## src/hw/rtl/ams_pkg.sv

```systemverilog
`timescale 1ns / 1ps

package ams_pkg;

  // Operating modes
  typedef enum logic [2:0] {
    MODE_STARTUP = 3'd0,
    MODE_TEST    = 3'd1,
    MODE_WAITING = 3'd2,
    MODE_RUNNING = 3'd3,
    MODE_ISP     = 3'd4,
    MODE_FAULT   = 3'd5
  } mode_e;

  // Command codes
  localparam logic [2:0] CMD_SERVICE   = 3'd0;
  localparam logic [2:0] CMD_INIT_DONE = 3'd1;
  localparam logic [2:0] CMD_CAMERA    = 3'd2;
  localparam logic [2:0] CMD_STOP      = 3'd3;
  localparam logic [2:0] CMD_RACE      = 3'd4;
  localparam logic [2:0] CMD_FAULT     = 3'd5;

  // Action verdicts
  localparam logic [1:0] RES_ACCEPTED  = 2'd0;
  localparam logic [1:0] RES_NOT_READY = 2'd1;
  localparam logic [1:0] RES_DENIED    = 2'd2;

  // Fault codes
  localparam logic [2:0] FAULT_NONE          = 3'd0;
  localparam logic [2:0] FAULT_CAM_STARTUP   = 3'd1;
  localparam logic [2:0] FAULT_BOOT_RETURNED = 3'd4;

  // Status codes
  localparam logic [3:0] ST_INIT          = 4'd0;
  localparam logic [3:0] ST_TEST_DISARMED = 4'd1;
  localparam logic [3:0] ST_TEST_CENTRE   = 4'd2;
  localparam logic [3:0] ST_TEST_ARMED    = 4'd3;
  localparam logic [3:0] ST_WAIT_CAMERA   = 4'd4;
  localparam logic [3:0] ST_RACE_READY    = 4'd5;
  localparam logic [3:0] ST_RACE_RUNNING  = 4'd6;
  localparam logic [3:0] ST_ENTERING_BOOT = 4'd7;
  localparam logic [3:0] ST_SAFE_FAULT    = 4'd12;

  // Configuration register indexes and reset values
  localparam int unsigned CfgIdxW  = 3;
  localparam int unsigned CfgDataW = 16;
  localparam logic [CfgIdxW-1:0] CFG_ISP_SETTLE   = 3'd0;
  localparam logic [CfgIdxW-1:0] CFG_ISP_MAX_WAIT = 3'd1;
  localparam logic [CfgIdxW-1:0] CFG_POT_LOW      = 3'd2;
  localparam logic [CfgIdxW-1:0] CFG_POT_HIGH     = 3'd3;

  localparam logic [15:0] ISP_SETTLE_RST   = 16'd100;
  localparam logic [15:0] ISP_MAX_WAIT_RST = 16'd500;
  localparam logic [11:0] POT_LOW_RST      = 12'd1843;
  localparam logic [11:0] POT_HIGH_RST     = 12'd2252;

  typedef struct packed {
    mode_e       mode;
    logic [2:0]  fault;
    logic        cam;
    logic        rdy;
    logic        armed;
    logic        pend;
    logic [31:0] isp_t;
  } st_t;

  typedef struct packed {
    logic motor;
    logic servo;
    logic boot;
  } strb_t;

  typedef struct packed {
    st_t   st;
    strb_t sb;
  } work_t;

  // Mode change: strobes only once the platform is up; clears arming.
  function automatic work_t change_mode(work_t w, mode_e m);
    work_t r;
    r = w;
    if (w.st.mode != m) begin
      if (w.st.rdy) begin
        r.sb.motor = 1'b1;
        r.sb.servo = 1'b1;
      end
      r.st.armed = 1'b0;
      r.st.pend  = 1'b0;
      r.st.mode  = m;
    end
    return r;
  endfunction

  function automatic logic [3:0] status_code(st_t s);
    logic [3:0] code;
    unique case (s.mode)
      MODE_TEST:    code = s.armed ? ST_TEST_ARMED :
                           (s.pend ? ST_TEST_CENTRE : ST_TEST_DISARMED);
      MODE_WAITING: code = s.cam ? ST_RACE_READY : ST_WAIT_CAMERA;
      MODE_RUNNING: code = ST_RACE_RUNNING;
      MODE_ISP:     code = ST_ENTERING_BOOT;
      MODE_FAULT: begin
        if (s.fault >= FAULT_CAM_STARTUP && s.fault <= FAULT_BOOT_RETURNED) begin
          code = ST_ENTERING_BOOT + {1'b0, s.fault};
        end else begin
          code = ST_SAFE_FAULT;
        end
      end
      default:      code = ST_INIT;
    endcase
    return code;
  endfunction

endpackage

```

## src/hw/rtl/actuator_mode_supervisor_top.sv

```systemverilog
`timescale 1ns / 1ps

// Actuator mode supervisor.
// Input channel (in_valid_i / in_stall_o) carries one command beat per item:
// service tick, init done, camera frame, stop, race start or fault entry,
// plus switch, button, pot, host link and time fields.
// Output channel (out_valid_o / out_stall_i) returns exactly one result beat
// per command: mode, status, action verdict, strobes and status flags.
// A beat moves on a rising edge with valid high and stall low.
// The input register feeds the mode update logic, which loads the result
// register. Throughput: one item per cycle while the receiver does not stall,
// set by the state update loop on the mode registers.
// When the receiver stalls, the result register holds; one more item may sit
// in the input register, after which in_stall_o rises.
// Config port: cfg_valid_i/cfg_ready_o with index and data; always ready.
// Write only while no item is in flight.
// Reset (rst_ni low, async): mode startup, all flags and fault cleared,
// config registers back to their defaults, both pipeline stages empty.

module actuator_mode_supervisor_top (
  input  logic                         clk_i,
  input  logic                         rst_ni,

  input  logic                         cfg_valid_i,
  output logic                         cfg_ready_o,
  input  logic [ams_pkg::CfgIdxW-1:0]  cfg_index_i,
  input  logic [ams_pkg::CfgDataW-1:0] cfg_data_i,

  input  logic                         in_valid_i,
  output logic                         in_stall_o,
  input  logic [2:0]                   cmd_i,
  input  logic                         test_switch_i,
  input  logic                         button_release_i,
  input  logic [11:0]                  pot_a_i,
  input  logic [11:0]                  pot_b_i,
  input  logic [11:0]                  pot_c_i,
  input  logic                         isp_request_i,
  input  logic                         tx_idle_i,
  input  logic [31:0]                  now_ms_i,
  input  logic [2:0]                   fault_code_i,

  output logic                         out_valid_o,
  input  logic                         out_stall_i,
  output logic [2:0]                   mode_o,
  output logic [3:0]                   status_o,
  output logic [1:0]                   action_result_o,
  output logic                         outputs_allowed_o,
  output logic                         motor_disable_o,
  output logic                         servo_center_o,
  output logic                         boot_request_o,
  output logic [2:0]                   fault_o,
  output logic                         camera_seen_o,
  output logic                         test_armed_o,
  output logic                         arm_pending_o
);

  // ---------------- configuration registers ----------------
  logic [15:0] settle_q, max_wait_q;
  logic [11:0] pot_lo_q, pot_hi_q;

  assign cfg_ready_o = 1'b1;

  always_ff @(posedge clk_i or negedge rst_ni) begin
    if (!rst_ni) begin
      settle_q   <= ams_pkg::ISP_SETTLE_RST;
      max_wait_q <= ams_pkg::ISP_MAX_WAIT_RST;
      pot_lo_q   <= ams_pkg::POT_LOW_RST;
      pot_hi_q   <= ams_pkg::POT_HIGH_RST;
    end else if (cfg_valid_i) begin
      unique case (cfg_index_i)
        ams_pkg::CFG_ISP_SETTLE:   settle_q   <= cfg_data_i;
        ams_pkg::CFG_ISP_MAX_WAIT: max_wait_q <= cfg_data_i;
        ams_pkg::CFG_POT_LOW:      pot_lo_q   <= cfg_data_i[11:0];
        ams_pkg::CFG_POT_HIGH:     pot_hi_q   <= cfg_data_i[11:0];
        default: ;  // unmapped index: write dropped
      endcase
    end
  end

  // ---------------- pipeline handshake ----------------
  logic in_vld_q, out_vld_q;
  logic advance;   // input stage beat moves into the result stage

  assign advance    = in_vld_q && !(out_vld_q && out_stall_i);
  assign in_stall_o = in_vld_q && out_vld_q && out_stall_i;
  assign out_valid_o = out_vld_q;

  logic in_take;
  assign in_take = in_valid_i && !in_stall_o;

  always_ff @(posedge clk_i or negedge rst_ni) begin
    if (!rst_ni) begin
      in_vld_q  <= 1'b0;
      out_vld_q <= 1'b0;
    end else begin
      if (in_take) begin
        in_vld_q <= 1'b1;
      end else if (advance) begin
        in_vld_q <= 1'b0;
      end
      if (advance) begin
        out_vld_q <= 1'b1;
      end else if (!out_stall_i) begin
        out_vld_q <= 1'b0;
      end
    end
  end

  // ---------------- input register ----------------
  logic [2:0]  cmd_q;
  logic        tsw_q, btn_q, isp_req_q, tx_idle_q;
  logic [11:0] pot_a_q, pot_b_q, pot_c_q;
  logic [31:0] now_q;
  logic [2:0]  fcode_q;

  always_ff @(posedge clk_i) begin
    if (in_take) begin
      cmd_q     <= cmd_i;
      tsw_q     <= test_switch_i;
      btn_q     <= button_release_i;
      pot_a_q   <= pot_a_i;
      pot_b_q   <= pot_b_i;
      pot_c_q   <= pot_c_i;
      isp_req_q <= isp_request_i;
      tx_idle_q <= tx_idle_i;
      now_q     <= now_ms_i;
      fcode_q   <= fault_code_i;
    end
  end

  // ---------------- supervisor state ----------------
  ams_pkg::st_t st_q, st_d;
  ams_pkg::work_t w;
  logic [1:0]  result;
  logic [31:0] elapsed;
  logic        centred;

  assign centred = (pot_a_q > pot_lo_q) && (pot_a_q < pot_hi_q) &&
                   (pot_b_q > pot_lo_q) && (pot_b_q < pot_hi_q) &&
                   (pot_c_q > pot_lo_q) && (pot_c_q < pot_hi_q);

  always_comb begin
    w.st    = st_q;
    w.sb    = '0;
    result  = ams_pkg::RES_ACCEPTED;
    elapsed = '0;
    unique case (cmd_q)
      ams_pkg::CMD_SERVICE: begin
        if (st_q.mode == ams_pkg::MODE_FAULT) begin
          // safe fault: keep the motor held off, nothing else moves
          w.sb.motor = 1'b1;
        end else begin
          if (isp_req_q) begin
            w = ams_pkg::change_mode(w, ams_pkg::MODE_ISP);
            w.sb.motor = 1'b1;
            w.sb.servo = 1'b1;
            w.st.isp_t = now_q;
          end
          if (w.st.mode == ams_pkg::MODE_ISP) begin
            elapsed    = now_q - w.st.isp_t;
            w.sb.motor = 1'b1;
            w.sb.servo = 1'b1;
            if (elapsed >= {16'd0, settle_q} &&
                (tx_idle_q || elapsed >= {16'd0, max_wait_q})) begin
              w.sb.boot  = 1'b1;
              w.st.fault = ams_pkg::FAULT_BOOT_RETURNED;
              w = ams_pkg::change_mode(w, ams_pkg::MODE_FAULT);
            end
          end else if (tsw_q) begin
            w = ams_pkg::change_mode(w, ams_pkg::MODE_TEST);
            if (btn_q) begin
              // release toggles: disarm if armed or pending, else start arming
              if (w.st.armed || w.st.pend) begin
                w.st.armed = 1'b0;
                w.st.pend  = 1'b0;
                w.sb.motor = 1'b1;
              end else begin
                w.st.pend = 1'b1;
              end
            end
            if (w.st.pend && centred) begin
              w.st.pend  = 1'b0;
              w.st.armed = 1'b1;
            end
          end else begin
            if (w.st.mode == ams_pkg::MODE_TEST) begin
              w = ams_pkg::change_mode(w, ams_pkg::MODE_WAITING);
            end
            if (w.st.mode == ams_pkg::MODE_RUNNING) begin
              if (btn_q) begin
                w = ams_pkg::change_mode(w, ams_pkg::MODE_WAITING);
              end
            end else if (w.st.mode == ams_pkg::MODE_WAITING && btn_q && w.st.cam) begin
              w = ams_pkg::change_mode(w, ams_pkg::MODE_RUNNING);
            end
          end
        end
      end
      ams_pkg::CMD_INIT_DONE: begin
        w.st       = '0;
        w.st.mode  = ams_pkg::MODE_STARTUP;
        w.st.fault = ams_pkg::FAULT_NONE;
        w.st.rdy   = 1'b1;
        w = ams_pkg::change_mode(w, tsw_q ? ams_pkg::MODE_TEST : ams_pkg::MODE_WAITING);
      end
      ams_pkg::CMD_CAMERA: begin
        w.st.cam = 1'b1;
      end
      ams_pkg::CMD_STOP: begin
        w.sb.motor = 1'b1;
        w.sb.servo = 1'b1;
        w.st.armed = 1'b0;
        w.st.pend  = 1'b0;
        if (w.st.mode == ams_pkg::MODE_RUNNING) begin
          w = ams_pkg::change_mode(w, ams_pkg::MODE_WAITING);
        end
      end
      ams_pkg::CMD_RACE: begin
        if (tsw_q || w.st.mode != ams_pkg::MODE_WAITING) begin
          result = ams_pkg::RES_DENIED;
        end else if (!w.st.cam) begin
          result = ams_pkg::RES_NOT_READY;
        end else begin
          w = ams_pkg::change_mode(w, ams_pkg::MODE_RUNNING);
        end
      end
      ams_pkg::CMD_FAULT: begin
        // fault codes above FAULT_BOOT_RETURNED latch as none
        w.st.fault = (fcode_q <= ams_pkg::FAULT_BOOT_RETURNED) ? fcode_q
                                                                : ams_pkg::FAULT_NONE;
        w = ams_pkg::change_mode(w, ams_pkg::MODE_FAULT);
      end
      default: begin
        result = ams_pkg::RES_DENIED;
      end
    endcase
    st_d = w.st;
  end

  always_ff @(posedge clk_i or negedge rst_ni) begin
    if (!rst_ni) begin
      st_q <= '{mode: ams_pkg::MODE_STARTUP, fault: ams_pkg::FAULT_NONE,
                cam: 1'b0, rdy: 1'b0, armed: 1'b0, pend: 1'b0, isp_t: 32'd0};
    end else if (advance) begin
      st_q <= st_d;
    end
  end

  // ---------------- result register ----------------
  always_ff @(posedge clk_i) begin
    if (advance) begin
      mode_o            <= st_d.mode;
      status_o          <= ams_pkg::status_code(st_d);
      action_result_o   <= result;
      outputs_allowed_o <= (st_d.mode == ams_pkg::MODE_RUNNING) ||
                           (st_d.mode == ams_pkg::MODE_TEST && st_d.armed);
      motor_disable_o   <= w.sb.motor;
      servo_center_o    <= w.sb.servo;
      boot_request_o    <= w.sb.boot;
      fault_o           <= st_d.fault;
      camera_seen_o     <= st_d.cam;
      test_armed_o      <= st_d.armed;
      arm_pending_o     <= st_d.pend;
    end
  end

endmodule

```

## config.mk

```make
export PLATFORM = sky130hd
export DESIGN_NAME = actuator_mode_supervisor_top
export DESIGN_NICKNAME = d
export VERILOG_FILES = /design/src/hw/rtl/ams_pkg.sv /design/src/hw/rtl/actuator_mode_supervisor_top.sv
export SDC_FILE = /design/constraint.sdc
export NUM_CORES = 1
export LEC_CHECK = 0
export ABC_AREA = 1
export BUFFER_PORTS_ARGS = -buffer_cell sky130_fd_sc_hd__buf_2
export CAP_MARGIN = 20
export CORE_ASPECT_RATIO = 1.1
export CORE_MARGIN = 5
export CORE_UTILIZATION = 38
export DETAILED_ROUTE_END_ITERATION = 10
export GPL_TIMING_DRIVEN = 0
export PLACE_DENSITY = 0.65
export SLEW_MARGIN = 20
export SYNTH_ARGS = -nofsm -noshare
export SYNTH_HDL_FRONTEND = slang
export SYNTH_SLANG_ARGS = --single-unit
export TNS_END_PERCENT = 20
```

## constraint.sdc

```tcl
create_clock -name clk_i -period 6 [get_ports clk_i]
set_input_delay 0 -clock clk_i [delete_from_list [all_inputs] [get_ports clk_i]]
set_output_delay 0 -clock clk_i [all_outputs]
set_load 0.02 [all_outputs]
```

Word-level counts from Yosys, hierarchy flattened
Index checks and enable logic that the tools add are counted.

operators by class
  reduce and logical (&&, ||, !) cells = 33
  equal/unequal tests = 30
  add/sub/neg operators = 2
  bitwise logic cells = 3
  mux-type cells = 79
  magnitude comparators = 11

operator list
  operator              number
  $mux W45              17
  $pmux W38 S5          1
  $mux W2               34
  $ge A32 B16 Y1        2
  $mux W42              1
  $gt A12 B12 Y1        3
  $lt A12 B12 Y1        3
  $sub A32 B32 Y32      1
  $mux W3               10
  $pmux W6 S5           1
  $eq A3 B2 Y1 const B  9
  $pmux W4 S5           1
  $eq A3 B3 Y1 const B  6
  $logic_and A1 B1 Y1   16
  $ne A3 B2 Y1 const B  5
  $eq A3 B1 Y1 const B  4
  $mux W1               11
  $ne A3 B3 Y1 const B  3
  $reduce_and A2 Y1     4
  $le A3 B3 Y1 const B  2
  $logic_not A3 Y1      2
  $reduce_and A6 Y1     1
  $pmux W1 S5           1
  $reduce_or A5 Y1      1
  other kinds (12)      19

word-level totals
  register bits after elaboration = 197
  output and inout bits = 22
  word-level logic and storage cells = 192
  input bits = 102

Depth between registers and ports, before layout
  depth in word-level cells = 28
  gate-level depth with buffers = 36
  mapped depth without buffers = 35

Least setup slack after synthesis
No wires, ideal clock.

  kind = reg2reg
  from = reg isp_req_q
  to = reg status_o[0], data pin
  library setup time = 0.261 ns
  required time = 5.739 ns
  data arrival time = 4.096 ns
  buffers on the path = 3
  path slack = 1.643 ns
  stages on the path, launching flop included = 30
  period minus slack after synthesis = 4.357 ns
  cells stage by stage = edfxtp_1 inv_1 clkbuf_1 clkbuf_1 o21ai_0 ha_1 fa_1 inv_1 nand2_1 nand3_2 nand2_1 nand2_1 xor2_1 ha_1 nand2_1 nor2_1 a2111oi_0 nand2_1 nand2_1 nand3_2 nand2_1 nand3_1 and3_1 buf_6 ha_1 inv_1 ha_1 inv_1 nand4_1 nand3_1

between the ends
  word-level cells in the longest chain between the ends = 25
  elaborated cells between the ends (all ways) = 72
  those cells by class = 2 x add/sub; 4 x order compare; 14 x eq/ne; 45 x mux; 7 x reduce/logical

RTL lines
  item                                                                       RTL line                             text
  from (decl)                                                                actuator_mode_supervisor_top.sv:111  logic tsw_q, btn_q, isp_req_q, tx_idle_q;
  from (signal assigned)                                                     actuator_mode_supervisor_top.sv:124  isp_req_q <= isp_request_i;
  $mux W45 *                                                                 actuator_mode_supervisor_top.sv:153  if (isp_req_q) begin
  $mux W45 *                                                                 actuator_mode_supervisor_top.sv:149  if (st_q.mode == ams_pkg::MODE_FAULT) begin
  $mux W45 *                                                                 actuator_mode_supervisor_top.sv:147  unique case (cmd_q)
  parallel branches: the longest is 16 deep, another holds $sub A32 B32 Y32  --
  $mux W45 *                                                                 actuator_mode_supervisor_top.sv:159  if (w.st.mode == ams_pkg::MODE_ISP) begin
  $mux W42 *                                                                 actuator_mode_supervisor_top.sv:149
  parallel branches: the longest is 3 deep, another holds $ge A3 B1 Y1       --
  $pmux W4 S5 *                                                              ams_pkg.sv:96                        unique case (s.mode)
  to (signal assigned)                                                       actuator_mode_supervisor_top.sv:253  status_o <= ams_pkg::status_code(st_d);
  to (decl)                                                                  actuator_mode_supervisor_top.sv:45   output logic [3:0] status_o,

Mark *: on every way between the ends. The select of a mux whose other input is x is not followed.
A chain may end at the register's enable or synchronous reset.

Worst setup path after layout
Ends and elaborated chain as after synthesis.

==> metrics.txt <==
WL/cell between 10 and 15 um; CP arrival roughly 5.6 ns; global-route wire length before repair between 50 and 60 mm; Final min period 5.429 ns; Final nets 2103; EDFF count, synth 97; Clock power frac between 20% and 30%; Req. time, crit path just over 6 ns; most frequent cells after synthesis 453 x nand2_1, 310 x inv_1, 137 x ha_1; Crit Path Category reg -> reg; number of remaining DRC errors 0; remaining antenna violation count 0; final slew viol count 0; Synth Register Bits a little under 200; multi-input logic area between 0.006 and 0.007 mm^2; GRT Util Overall 17.99%; vias per cell around 4.8; Post-CTS Setup Inserts 0; Finished Layout Cells about 2300; xor and xnor area share after synthesis 1.025%; TritonCTS clock tree yes; post-synth top area cell edfxtp_1; Crit Path Max Fanout 12; RSZ-0062 raised after global routing no; most frequent cell after synthesis nand2_1; prevailing post-synth register cell edfxtp_1; filler instances ~3300; Max Buffers Root-to-Sink 2; combinational group share of total power 34.7%; power density cells approximately 280 mW/mm^2; Peak VDD IR 0.2277 mV; post-route setup TNS 0 ns; Synth Area in Adders between 10% and 20%; # clock sinks 197; synth warn 0; initial antenna violation count 1; mean area per synthesized cell ~7.9 um^2; Max stage delay cell, worst path edfxtp_1; Clock Pin Slew Worst Setup and Hold Paths approximately 0.08 ns; max-cap violations 0; Pre-antenna DRT Iters 5; P_sw between 0.0015 and 0.002 W; Switching Fraction 36.79%; Worst Hold Class in -> reg; # setup viols final 0; largest family of logic cells by synthesized area simple AND/OR/NAND/NOR gates; Worst Tran Pin Value around 1 ns; Internal Power 0.002778 W; top cells by area, synth edfxtp_1 23%, dfrtp_1 15%, ha_1 13%, nand2_1 13%, inv_1 9.1%; Final period util ~90%; port bufs around 120; full die area between 0.03 and 0.04 mm^2; Die X between 150 and 200 um; max incr delay on CP 0.44 ns; Netlist cell types 51; Area growth syn-to-layout 22.06%; status completed; die height approximately 200 um; vias in the first global route ~11000; Reg power frac approximately two fifths; CP Capture Type flop; core area between 0.03 and 0.04 mm^2; Buffers & Inverters on Critical Path 6; GPL Wtd Cong just over 0.9; simple-gate share of the synthesized area between 20 and 25%; insertion delay to the later sink of the worst-skew pair between 0.4 and 0.5 ns; Worst Skew between 0.01 and 0.015 ns; Synth Instances 1618; synthesized area 0.01282 mm^2; CTS Buf Count 17; slew margin rel. around 32%; layout cell share with drive strength beyond 1 a little under an eighth; Starting DRT DRC Count 464; largest net degree at the start of global routing 73; Synth async-reset ratio between 50% and 60%; Synth Area in Compound Gates 10.41%; root buffer cell clkbuf_16; post-placement cell count 2174; Startpoint Class flop; H-tree depth 4; Synth top area share between 20% and 30%; grt total ovfl 0; sequential-to-total area share from yosys stat between 40 and 50%; mux cell area share after synthesis 0.3904%; fmax 0.1842 GHz; Static Leak a little under 8 nW; drt total wl roughly 33 mm; post-DP HPWL about 25 mm; Hold Fails Final Rpt 0; Synth Net Count 1858; vias roughly 11000; Starting Density between 30% and 40%; Register Area approximately 0.0054 mm^2; # rows 70; most frequent CP cell nand3_1; crit-path leading delay family simple AND/OR/NAND/NOR gates; number of I/O pins between 100 and 150
-- path summary, 6_finish.rpt --
path / from / endpoint / slack [ns] / depth (start not counted)
worst max-delay path: isp_req_q / status_o[0] / 0.57 / 28
worst min-delay path: cfg_valid_i / max_wait_q[1] / 0.09 / 6
worst max register to register: isp_req_q / status_o[0] / 0.57 / 28
worst min register to register: pot_hi_q[9] / pot_hi_q[9] / 0.49 / 2
max in group asynchronous: rst_ni / settle_q[2] / 4.93 / 4
min in group asynchronous: rst_ni / st_q[16] / 0.47 / 3
-- power by group through the flow --
| stage | combinational [W] | clock, W | sequential [W] |
|---|---|---|---|
| global route | 0.00177 | 0.00122 | 0.00175 |
| global placement | 0.00141 | 0 | 0.00176 |
| finish | 0.00153 | 0.00114 | 0.00173 |
| floorplan | 0.00105 | 0 | 0.00176 |
| detailed placement | 0.00147 | 0 | 0.00176 |
| CTS | 0.00154 | 0.00117 | 0.00173 |
-- stage by stage --
stage	util, %	total power (W)	area [um^2]	hold slack (ns)	worst slack, ns
global route	47.02	0.004741	15650	0.1401	0.05594
global placement	41.98	0.003169	13970	0.1760	0.4003
finish	47.02	0.004396	15650	0.08651	0.5713
detailed placement	42.19	0.003229	14040	-0.09091	0.2892
CTS	47.02	0.004434	15650	0.05624	0.2680
floorplan	-	0.002801	12820	-0.2956	1.643
-- flip-flops by register name, summed over array words and instances (netlist names), 2 cells and up --
register         count
pot_lo_q            12
max_wait_q          16
pot_b_q             12
pot_hi_q            12
pot_c_q             12
cmd_q                3
fault_o              3
now_q               32
status_o             4
pot_a_q             12
fcode_q              3
settle_q            16
action_result_o      2
mode_o               3
st_q                42
-- repair_timing --
item | in CTS | in global routing
gates resized for setup | 0 | 2
endpoints found under the hold margin | 215 | 0
setup endpoints to repair | 0 | 4
hold buffers | 103 | 0
-- metal layers --
layer / part of all wire (%) / up-vias / GRT usage (%)
met5: 0 / - / 0
met4: 2.5 / 0 / 5.847
met3: 3.5 / 56 / 2.956
met2: 48 / 220 / 30.75
met1: 46 / 5129 / 23.19
li1: - / 5726 / -
-- area by class of cell --
class,count,area share [%]
Timing Repair Buffer,227,10.95
Inverter,317,7.620
Tap cell,432,3.454
Clock inverter,13,0.7037
Sequential cell,197,34.78
Buffer,26,0.7117
Multi-Input combinational cell,1077,38.87
Clock buffer,19,2.903
Antenna cell,1,0.01599
-- placed cells by master (no fill, tap or decap), types with 8 or more instances in the layout --
master,instances
a211oi_1,8
a21oi_1,61
buf_2,122
clkbuf_1,23
clkbuf_16,18
dfrtp_1,79
dfstp_2,21
dlygate4sd3_1,102
edfxtp_1,97
ha_1,137
inv_1,309
nand2_1,453
nand2_2,8
nand3_1,56
nand4_1,18
nor2_1,95
nor2_2,12
nor3_1,24
o21ai_0,110
o22ai_1,25
xor2_1,14
-- kinds of logic after synthesis --
| logic type | Yosys count |
|---|---|
| AOI/OAI and AO/OA | 237 |
| xor gates and xnor gates | 15 |
| adders and majority gates | 138 |
| buffers and inverters | 344 |
| DFF | 197 |
| muxes | 5 |
| other | 1 |
| and+or+nand+nor | 681 |
-- worst reg2reg max path: cells and delay by family, from the launching register on --
family                   cells  cell delay [ns]
AND/OR/NAND/NOR             13             1.56
adder cells (fa/ha/maj)      5             1.21
buffers and inverters        6             1.13
AO/OA/AOI/OAI                3             0.69
flip-flops                   1             0.44
XOR/XNOR                     1             0.15
No activity file was read; power rests on OpenSTA's default activity.
